**src/gbv_pkg.sv**
```systemverilog
package gbv_pkg;

   // Configuration register indexes (byte address divided by four).
   localparam logic [1:0] REG_CONVERSION_MODE = 2'd0;
   localparam logic [1:0] REG_RECTIFY_MODE    = 2'd1;
   localparam logic [1:0] REG_SCALE_GAIN      = 2'd2;
   localparam logic [1:0] REG_OFFSET_VOLTAGE  = 2'd3;

   // Conversion modes.
   localparam logic [1:0] CONV_UNIPOLAR = 2'd0;
   localparam logic [1:0] CONV_OFFSET   = 2'd1;
   localparam logic [1:0] CONV_SIGN_MAG = 2'd2;

   // Rectify modes.
   localparam logic [1:0] RECT_NONE = 2'd0;
   localparam logic [1:0] RECT_HALF = 2'd1;
   localparam logic [1:0] RECT_FULL = 2'd2;

   // Reset values of the registers.
   localparam logic [15:0] GAIN_RESET = 16'd3277;

   // Thresholds, 2048 steps per volt.
   localparam logic signed [15:0] GATE_THRESHOLD = 16'sd2048;
   localparam logic signed [15:0] SYNC_HIGH      = 16'sd2048;
   localparam logic signed [15:0] SYNC_LOW       = 16'sd0;

   // Full scale is 5 V; the output clamps at 10 V.
   localparam logic signed [16:0] FULL_SCALE = 17'sd10240;
   localparam logic signed [18:0] OUT_LIMIT  = 19'sd20480;

   // Reciprocals for exact floor division of values below 2^21 by 51 and 127.
   localparam int RECIP_SHIFT = 28;
   localparam logic [22:0] RECIP_51  = 23'd5263441;
   localparam logic [22:0] RECIP_127 = 23'd2113666;
   localparam logic [20:0] HALF_51   = 21'd25;
   localparam logic [20:0] HALF_127  = 21'd63;

   // Q14 rounding constant.
   localparam logic [30:0] Q14_HALF = 31'd8192;

   // Schmitt trigger states.
   typedef enum logic [2:0] {
      TRIG_UNKNOWN = 3'b001,
      TRIG_LOW     = 3'b010,
      TRIG_HIGH    = 3'b100
   } trig_state_type;

   // What travels with each word down the pipeline.
   typedef struct packed {
      logic       valid;
      logic       go;
      logic [7:0] code;
   } tag_type;

   // Configuration register contents.
   typedef struct packed {
      logic [1:0]         conversion_mode;
      logic [1:0]         rectify_mode;
      logic signed [15:0] scale_gain;
      logic signed [14:0] offset_voltage;
   } cfg_type;

endpackage

```
**src/gbv_regs.sv**
```systemverilog
module gbv_regs (
   input  logic                  clock,
   input  logic                  reset,
   input  logic                  csr_psel,
   input  logic                  csr_penable,
   input  logic                  csr_pwrite,
   input  logic [3:0]            csr_paddr,
   input  logic [31:0]           csr_pwdata,
   output logic [31:0]           csr_prdata,
   output gbv_pkg::cfg_type      cfg
);

   gbv_pkg::cfg_type cfg_ff;
   logic [1:0]       reg_index;
   logic             write_en;

   assign reg_index = csr_paddr[3:2];
   assign write_en  = csr_psel && csr_penable && csr_pwrite;

   // Register writes, one register per access.
   always_ff @(posedge clock) begin
      if (reset) begin
         cfg_ff.conversion_mode <= gbv_pkg::CONV_UNIPOLAR;
         cfg_ff.rectify_mode    <= gbv_pkg::RECT_NONE;
         cfg_ff.scale_gain      <= gbv_pkg::GAIN_RESET;
         cfg_ff.offset_voltage  <= '0;
      end else if (write_en) begin
         unique case (reg_index)
            gbv_pkg::REG_CONVERSION_MODE: cfg_ff.conversion_mode <= csr_pwdata[1:0];
            gbv_pkg::REG_RECTIFY_MODE:    cfg_ff.rectify_mode    <= csr_pwdata[1:0];
            gbv_pkg::REG_SCALE_GAIN:      cfg_ff.scale_gain      <= csr_pwdata[15:0];
            gbv_pkg::REG_OFFSET_VOLTAGE:  cfg_ff.offset_voltage  <= csr_pwdata[14:0];
         endcase
      end
   end

   // Read back; signed registers are sign extended.
   always_comb begin
      unique case (reg_index)
         gbv_pkg::REG_CONVERSION_MODE: csr_prdata = {30'd0, cfg_ff.conversion_mode};
         gbv_pkg::REG_RECTIFY_MODE:    csr_prdata = {30'd0, cfg_ff.rectify_mode};
         gbv_pkg::REG_SCALE_GAIN:      csr_prdata = 32'(cfg_ff.scale_gain);
         gbv_pkg::REG_OFFSET_VOLTAGE:  csr_prdata = 32'(cfg_ff.offset_voltage);
      endcase
   end

   assign cfg = cfg_ff;

endmodule

```
**src/gbv_front.sv**
```systemverilog
module gbv_front (
   input  logic              clock,
   input  logic              reset,
   input  logic              advance,
   input  logic              req_tvalid,
   input  logic [143:0]      req_tdata,
   input  logic [0:0]        req_tuser,
   output gbv_pkg::tag_type  tag
);

   gbv_pkg::trig_state_type trig_ff;
   gbv_pkg::trig_state_type trig_in;
   gbv_pkg::tag_type        tag_ff;
   gbv_pkg::tag_type        tag_in;
   logic signed [15:0]      sync_level;
   logic                    sync_rise;
   logic [7:0]              code;
   logic                    connected;
   logic                    take;

   assign sync_level = req_tdata[143:128];
   assign connected  = req_tuser[0];
   assign take       = advance && req_tvalid;

   // Each gate strictly above 1 V sets its bit of the code.
   always_comb begin
      for (int i = 0; i < 8; i++) begin
         code[i] = $signed(req_tdata[16*i +: 16]) > gbv_pkg::GATE_THRESHOLD;
      end
   end

   // Schmitt trigger on the sync voltage; only a rise out of low counts as an edge.
   always_comb begin
      trig_in   = trig_ff;
      sync_rise = 1'b0;
      unique case (trig_ff)
         gbv_pkg::TRIG_LOW: begin
            if (sync_level >= gbv_pkg::SYNC_HIGH) begin
               trig_in   = gbv_pkg::TRIG_HIGH;
               sync_rise = 1'b1;
            end
         end
         gbv_pkg::TRIG_HIGH: begin
            if (sync_level <= gbv_pkg::SYNC_LOW) begin
               trig_in = gbv_pkg::TRIG_LOW;
            end
         end
         default: begin
            if (sync_level >= gbv_pkg::SYNC_HIGH) begin
               trig_in = gbv_pkg::TRIG_HIGH;
            end else if (sync_level <= gbv_pkg::SYNC_LOW) begin
               trig_in = gbv_pkg::TRIG_LOW;
            end else begin
               trig_in = gbv_pkg::TRIG_UNKNOWN;
            end
         end
      endcase
   end

   always_comb begin
      tag_in.valid = req_tvalid;
      tag_in.go    = !connected || sync_rise;
      tag_in.code  = code;
   end

   // The trigger advances only on accepted words that have sync patched.
   always_ff @(posedge clock) begin
      if (reset) begin
         trig_ff <= gbv_pkg::TRIG_UNKNOWN;
      end else if (take && connected) begin
         trig_ff <= trig_in;
      end
   end

   always_ff @(posedge clock) begin
      if (reset) begin
         tag_ff <= '0;
      end else if (advance) begin
         tag_ff <= tag_in;
      end
   end

   assign tag = tag_ff;

endmodule

```
**src/gbv_convert.sv**
```systemverilog
module gbv_convert (
   input  logic                    clock,
   input  logic                    reset,
   input  logic                    advance,
   input  gbv_pkg::tag_type        tag,
   input  logic [1:0]              conversion_mode,
   input  logic [1:0]              rectify_mode,
   output gbv_pkg::tag_type        base_tag,
   output logic signed [14:0]      base
);

   gbv_pkg::tag_type   prod_tag_ff;
   gbv_pkg::tag_type   base_tag_ff;
   logic [43:0]        prod_ff;
   logic [43:0]        prod_in;
   logic [20:0]        numer;
   logic [22:0]        recip;
   logic [15:0]        quot;
   logic signed [16:0] quot_s;
   logic signed [16:0] conv;
   logic signed [16:0] rect;
   logic signed [14:0] base_ff;

   // Numerator plus half the divisor, and the divisor's reciprocal.
   // Unipolar: n*2048/51; offset: n*4096/51 less full scale; sign magnitude: m*10240/127.
   always_comb begin
      unique case (conversion_mode)
         gbv_pkg::CONV_UNIPOLAR: begin
            numer = {2'd0, tag.code, 11'd0} + gbv_pkg::HALF_51;
            recip = gbv_pkg::RECIP_51;
         end
         gbv_pkg::CONV_OFFSET: begin
            numer = {1'b0, tag.code, 12'd0} + gbv_pkg::HALF_51;
            recip = gbv_pkg::RECIP_51;
         end
         gbv_pkg::CONV_SIGN_MAG: begin
            numer = {1'b0, tag.code[6:0], 13'd0} + {3'd0, tag.code[6:0], 11'd0}
                  + gbv_pkg::HALF_127;
            recip = gbv_pkg::RECIP_127;
         end
         default: begin
            numer = '0;
            recip = '0;
         end
      endcase
   end

   assign prod_in = {23'd0, numer} * {21'd0, recip};

   always_ff @(posedge clock) begin
      if (reset) begin
         prod_tag_ff <= '0;
      end else if (advance) begin
         prod_tag_ff <= tag;
      end
   end

   always_ff @(posedge clock) begin
      if (advance) begin
         prod_ff <= prod_in;
      end
   end

   // Quotient, then the mode's offset or sign.
   assign quot   = prod_ff[gbv_pkg::RECIP_SHIFT +: 16];
   assign quot_s = {1'b0, quot};

   always_comb begin
      unique case (conversion_mode)
         gbv_pkg::CONV_UNIPOLAR: conv = quot_s;
         gbv_pkg::CONV_OFFSET:   conv = quot_s - gbv_pkg::FULL_SCALE;
         gbv_pkg::CONV_SIGN_MAG: conv = prod_tag_ff.code[7] ? -quot_s : quot_s;
         default:                conv = '0;
      endcase
   end

   // Rectification; the unused code leaves the value as it is.
   always_comb begin
      unique case (rectify_mode)
         gbv_pkg::RECT_HALF: rect = conv[16] ? '0 : conv;
         gbv_pkg::RECT_FULL: rect = conv[16] ? -conv : conv;
         default:            rect = conv;
      endcase
   end

   always_ff @(posedge clock) begin
      if (reset) begin
         base_tag_ff <= '0;
      end else if (advance) begin
         base_tag_ff <= prod_tag_ff;
      end
   end

   always_ff @(posedge clock) begin
      if (advance) begin
         base_ff <= rect[14:0];
      end
   end

   assign base_tag = base_tag_ff;
   assign base     = base_ff;

endmodule

```
**src/gbv_output.sv**
```systemverilog
module gbv_output (
   input  logic                 clock,
   input  logic                 reset,
   input  logic                 advance,
   input  gbv_pkg::tag_type     base_tag,
   input  logic signed [14:0]   base,
   input  logic signed [15:0]   scale_gain,
   input  logic signed [14:0]   offset_voltage,
   output logic                 rsp_tvalid,
   output logic [23:0]          rsp_tdata,
   output logic [0:0]           rsp_tuser
);

   gbv_pkg::tag_type   prod_tag_ff;
   logic signed [30:0] prod_ff;
   logic signed [30:0] prod_in;
   logic [30:0]        mag;
   logic [30:0]        mag_rounded;
   logic [16:0]        scaled_mag;
   logic signed [17:0] scaled;
   logic signed [18:0] sum;
   logic signed [18:0] clamped;
   logic               rsp_valid_ff;
   logic               updated_ff;
   logic [15:0]        held_output_ff;
   logic [7:0]         held_code_ff;
   logic               load;

   // Gain multiply.
   assign prod_in = 31'(base) * 31'(scale_gain);

   always_ff @(posedge clock) begin
      if (reset) begin
         prod_tag_ff <= '0;
      end else if (advance) begin
         prod_tag_ff <= base_tag;
      end
   end

   always_ff @(posedge clock) begin
      if (advance) begin
         prod_ff <= prod_in;
      end
   end

   // Q14 rounding of the magnitude, ties away from zero, then offset and clamp.
   assign mag         = prod_ff[30] ? 31'(-prod_ff) : 31'(prod_ff);
   assign mag_rounded = mag + gbv_pkg::Q14_HALF;
   assign scaled_mag  = mag_rounded[30:14];
   assign scaled      = prod_ff[30] ? -$signed({1'b0, scaled_mag})
                                    : $signed({1'b0, scaled_mag});
   assign sum         = 19'(scaled) + 19'(offset_voltage);

   always_comb begin
      if (sum > gbv_pkg::OUT_LIMIT) begin
         clamped = gbv_pkg::OUT_LIMIT;
      end else if (sum < -gbv_pkg::OUT_LIMIT) begin
         clamped = -gbv_pkg::OUT_LIMIT;
      end else begin
         clamped = sum;
      end
   end

   assign load = advance && prod_tag_ff.valid;

   // The held value doubles as the result register.
   always_ff @(posedge clock) begin
      if (reset) begin
         held_output_ff <= '0;
         held_code_ff   <= '0;
      end else if (load && prod_tag_ff.go) begin
         held_output_ff <= clamped[15:0];
         held_code_ff   <= prod_tag_ff.code;
      end
   end

   always_ff @(posedge clock) begin
      if (reset) begin
         rsp_valid_ff <= 1'b0;
      end else if (advance) begin
         rsp_valid_ff <= prod_tag_ff.valid;
      end
   end

   always_ff @(posedge clock) begin
      if (load) begin
         updated_ff <= prod_tag_ff.go;
      end
   end

   assign rsp_tvalid = rsp_valid_ff;
   assign rsp_tdata  = {held_code_ff, held_output_ff};
   assign rsp_tuser  = updated_ff;

endmodule

```
**src/gate_bits_to_voltage_converter_core.sv**
```systemverilog
// Gate-bits to voltage converter. Each input word carries eight gate voltages and a
// sync voltage (2048 steps per volt) plus a sync-patched flag; each gate above 1 V
// sets one bit of an 8-bit code, which is scaled to a 5 V full-scale value by the
// conversion mode, rectified, multiplied by a Q14 gain and offset, and clamped to
// +/-10 V. With sync patched, the output is recomputed only on a rising edge of the
// sync Schmitt trigger and held otherwise. The datapath is a five-register pipeline:
// one word is accepted per cycle unless stalled, passing the front tag, product, base,
// gain product and result registers. The whole pipeline stalls while a result waits
// to be taken, so req_tready follows rsp_tready then. The user must write registers
// through the APB-style port only while no words are in flight; nothing enforces it.
module gate_bits_to_voltage_converter_core (
   input  logic         clock,
   input  logic         reset,
   // Input word.
   input  logic         req_tvalid,
   output logic         req_tready,
   // [15:0] gate0_voltage, [31:16] gate1_voltage, ... [127:112] gate7_voltage,
   // [143:128] sync_voltage
   input  logic [143:0] req_tdata,
   // [0] sync_connected
   input  logic [0:0]   req_tuser,
   // Result word.
   output logic         rsp_tvalid,
   input  logic         rsp_tready,
   // [15:0] out_voltage, [23:16] gate_code
   output logic [23:0]  rsp_tdata,
   // [0] updated
   output logic [0:0]   rsp_tuser,
   // Configuration port.
   input  logic         csr_psel,
   input  logic         csr_penable,
   input  logic         csr_pwrite,
   input  logic [3:0]   csr_paddr,
   input  logic [31:0]  csr_pwdata,
   output logic [31:0]  csr_prdata,
   output logic         csr_pready
);

   gbv_pkg::cfg_type   cfg;
   gbv_pkg::tag_type   front_tag;
   gbv_pkg::tag_type   base_tag;
   logic signed [14:0] base;
   logic               advance;

   // The pipeline moves whenever the result register is empty or being taken.
   assign advance    = !rsp_tvalid || rsp_tready;
   assign req_tready = advance;
   assign csr_pready = 1'b1;

   gbv_regs u_regs (
      .clock       (clock),
      .reset       (reset),
      .csr_psel    (csr_psel),
      .csr_penable (csr_penable),
      .csr_pwrite  (csr_pwrite),
      .csr_paddr   (csr_paddr),
      .csr_pwdata  (csr_pwdata),
      .csr_prdata  (csr_prdata),
      .cfg         (cfg)
   );

   gbv_front u_front (
      .clock      (clock),
      .reset      (reset),
      .advance    (advance),
      .req_tvalid (req_tvalid),
      .req_tdata  (req_tdata),
      .req_tuser  (req_tuser),
      .tag        (front_tag)
   );

   gbv_convert u_convert (
      .clock           (clock),
      .reset           (reset),
      .advance         (advance),
      .tag             (front_tag),
      .conversion_mode (cfg.conversion_mode),
      .rectify_mode    (cfg.rectify_mode),
      .base_tag        (base_tag),
      .base            (base)
   );

   gbv_output u_output (
      .clock          (clock),
      .reset          (reset),
      .advance        (advance),
      .base_tag       (base_tag),
      .base           (base),
      .scale_gain     (cfg.scale_gain),
      .offset_voltage (cfg.offset_voltage),
      .rsp_tvalid     (rsp_tvalid),
      .rsp_tdata      (rsp_tdata),
      .rsp_tuser      (rsp_tuser)
   );

endmodule

```
**config.mk**
```make
export PLATFORM = sky130hd
export DESIGN_NAME = gate_bits_to_voltage_converter_core
export DESIGN_NICKNAME = d
export VERILOG_FILES = /design/src/gbv_pkg.sv /design/src/gbv_regs.sv /design/src/gbv_front.sv /design/src/gbv_convert.sv /design/src/gbv_output.sv /design/src/gate_bits_to_voltage_converter_core.sv
export SDC_FILE = /design/constraint.sdc
export NUM_CORES = 1
export LEC_CHECK = 0
export BUFFER_PORTS_ARGS = -buffer_cell sky130_fd_sc_hd__buf_4
export CAP_MARGIN = 25
export CORE_MARGIN = 2
export CORE_UTILIZATION = 38
export DETAILED_ROUTE_END_ITERATION = 16
export PLACE_DENSITY_LB_ADDON = 0.25
export SYNTH_ARGS = -nofsm -noshare
export SYNTH_HDL_FRONTEND = slang
export SYNTH_HIERARCHICAL = 1
export SYNTH_SLANG_ARGS = --single-unit
```
**constraint.sdc**
```tcl
create_clock -name clock -period 6.8 [get_ports clock]
set_input_delay 0.34 -clock clock [delete_from_list [all_inputs] [get_ports clock]]
set_output_delay 0.34 -clock clock [all_outputs]
set_load 0.01 [all_outputs]
```
==> impl_results.md <==
* Critical Path RT at 7000 ps
* Status: finished, final reports clean
* Main synth FF type: dfxtp_1
* Final wirelength at 71,900 um
* M3 GR Usage at 0.0272
* Critical-path top delay cell: fa_1
* Final net count at 3,848
* Compound-Gate Fraction of Synth Area at 0.112
* WL/cell at 18.2 um
* Max incr delay on CP at 540 ps
* Post-DP HPWL at 60,000 um
* Htree depth at 4
* Post-synth cell types at 117
* RSZ-0062 raised after global routing: true
* Placed instance count at 3,890
* Synth Area in Adders at 0.386
* Critical path fanouts, max at 3
* CP arrival at 6890 ps
* Fin Setup TNS at 0 ps
* Synth async-reset ratio at 0
* Num ports at 248
* Post-synth EDFFs at 63
* Number of max-cap violations at 0
* Core area at 65,500 um^2
* Final setup violation count at 0
* Vias in the first global route at 21,199
* Placed cell area at 28,500 um^2
* Worst-path clk slew at 80 ps
* Post-Synth XOR/XNOR Area at 0.0441
* Skew-Pair Late Insertion Delay at 450 ps
* Global route total overflow at 0
* Final Slew Violations at 0
* Final Non-Filler Cells at 3,951
* Design Area, Final at 29,800 um^2
* DRT iter0 DRCs at 1,416
* Mean Syn Cell Area at 9.15 um^2
* Initial antenna violation count at 2
* Final core utilization at 0.455
* F_max at 0.150 GHz
* Post-Syn Instances at 2,739
* First-pass detailed-route iteration total at 5
* Worst min-delay path category: input pin to register
* Clk root buf: clkbuf_16
* Worst slew pin tran at 1050 ps
* Layout area overhead at 19.0%
* Routability Congestion at 0.889
* Critical path capture point type: register
* Grt met2 use at 0.366
* Chip width at 261 um
* Hold Buf Count CTS at 0
* Seq/Total Area, Yosys at 0.158
* Leading cell type in the layout, fill and taps excluded: inv_1
* #FFs+latches synth at 166
* Met1 GRT Util at 0.289
* Period Utilization, post-route at 0.983
* Most frequent CP cell: inv_1
* CTS max path bufs at 2
* Vias per Instance at 5.22
* Die height at 261 um
* Kind of critical path: register to register
* GRT Total Usage at 0.213
* Placement Rows at 94
* Slew HR at 0.299
* DRC errors left at 0
* First-pass GRT wire length at 115,000 um
* Num CTS Buffers at 17
* Largest net degree at the start of global routing at 110
* Port Buffers at 228
* CTS tree: built
* Final hold violation count at 0
* Setup Skew at 12.0 ps
* Minimum clock period at 6680 ps
* CP Launch Type: register
* Die area at 68,100 um^2
* Busiest grt layer: met2
* Synth Area in Simple Gates at 0.171
* Vias at 20,637
* Largest family of logic cells by synthesized area: adder cells
* YS warnings at 6
* Mux contribution to synthesized area at 0.0426
* Commonest non-fill, non-tap cells in the layout: inv_1 (405), buf_4 (398), fa_1 (300)
* Share of cells above drive strength 1 at 0.193
* Synthesized area at 25,100 um^2
* Initial Util at 0.383
* Sink Count at 166
* Routed Antenna Nets at 0
## stage by stage
step	hold slack, ps	setup WS (ps)
floorplan	431	20.0
global placement	451	-331
detailed placement	450	-343
CTS	87.5	0.141
global route	88.0	-71.6
finish	108	117
## final timing paths
kind,start,end,slack [ps],depth (start not counted)
max,u_front/tag[2],u_convert/prod_ff[41],120,30
min reg2reg,u_output/held_output_ff[7],u_output/held_output_ff[7],470,2
min,req_tuser,u_front/tag[8],110,2
max reg2reg,u_front/tag[2],u_convert/prod_ff[41],120,30
## Yosys cell counts (12+ instances only)
cell type	number	area [um^2]
a211oi_1	15	113
a21o_1	36	270
a21oi_1	91	455
a31oi_1	16	100
and2_1	96	601
and3_1	18	113
buf_4	21	158
clkbuf_1	78	293
dfxtp_1	103	2060
edfxtp_1	63	1890
fa_1	305	6110
ha_1	283	3540
inv_1	412	1550
mux2i_1	96	961
nand2_1	251	942
nand2b_1	69	432
nand3_1	42	210
nand4_1	19	119
nor2_1	143	537
nor2b_1	23	144
nor3_1	39	195
nor4_1	27	169
o21ai_0	63	315
o21bai_1	13	97.6
o22ai_1	17	106
or2_2	12	75.1
or3_1	13	81.3
xnor2_1	81	709
xor2_1	39	342
## area by class of cell
class / count / area, um^2
Clock inverter: 15 / 171
Sequential cell: 166 / 3970
Antenna cell: 2 / 5.00
Timing Repair Buffer: 407 / 3140
Inverter: 415 / 1560
Tap cell: 864 / 1080
Clock buffer: 17 / 425
Multi-Input combinational cell: 2065 / 19500
Fill cell: 6327 / 35700
## registers in the layout (all words and copies together), names as in the netlist
| name | flops |
|---|---|
| u_convert/prod_tag_ff | 10 |
| u_convert/base_tag | 10 |
| u_front/trig_ff | 3 |
| u_regs/cfg | 35 |
| u_output/rsp_tvalid | 1 |
| u_output/held_output_ff | 16 |
| u_output/prod_tag_ff | 10 |
| u_output/prod_ff | 31 |
| u_front/tag | 10 |
| u_output/held_code_ff | 8 |
| u_output/rsp_tuser | 1 |
| u_convert/prod_ff | 16 |
| u_convert/base | 15 |
## logic make-up (layout without fill, tap and decap cells)
family / count (synthesis) / count (layout)
AO/OA/AOI/OAI: 401 / 401
XOR/XNOR: 123 / 123
adder cells (fa/ha/maj): 590 / 590
buffers and inverters: 534 / 854
flip-flops: 166 / 166
multiplexers: 103 / 103
other: 3 / 31
AND/OR/NAND/NOR: 819 / 819
## metal layers
| metal | vias to the layer above | share of wire | routed length, um |
|---|---|---|---|
| li1 | 9786 | - | - |
| met1 | 10339 | 0.44 | 32000 |
| met2 | 431 | 0.49 | 35400 |
| met3 | 79 | 0.041 | 2940 |
| met4 | 2 | 0.021 | 1490 |
| met5 | - | 0.00017 | 12 |
## worst max-delay path: cells and delay by family, from the launching register on
family | cells | cell delay [ps]
DFF | 1 | 360
xor gates and xnor gates | 2 | 290
AOI/OAI and AO/OA | 9 | 1590
adders and majority gates | 10 | 3420
buffers and inverters | 7 | 550
and+or+nand+nor | 2 | 220
## repair_timing
action                     CTS  global route
setup endpoints to repair   16            35
setup buffers                4            23
gates resized for setup     25            78
pin swaps                   11            49
Power is left out: the tool's default activity adds up to more than one toggle a clock period on the data nets, which glitch-free logic cannot reach.
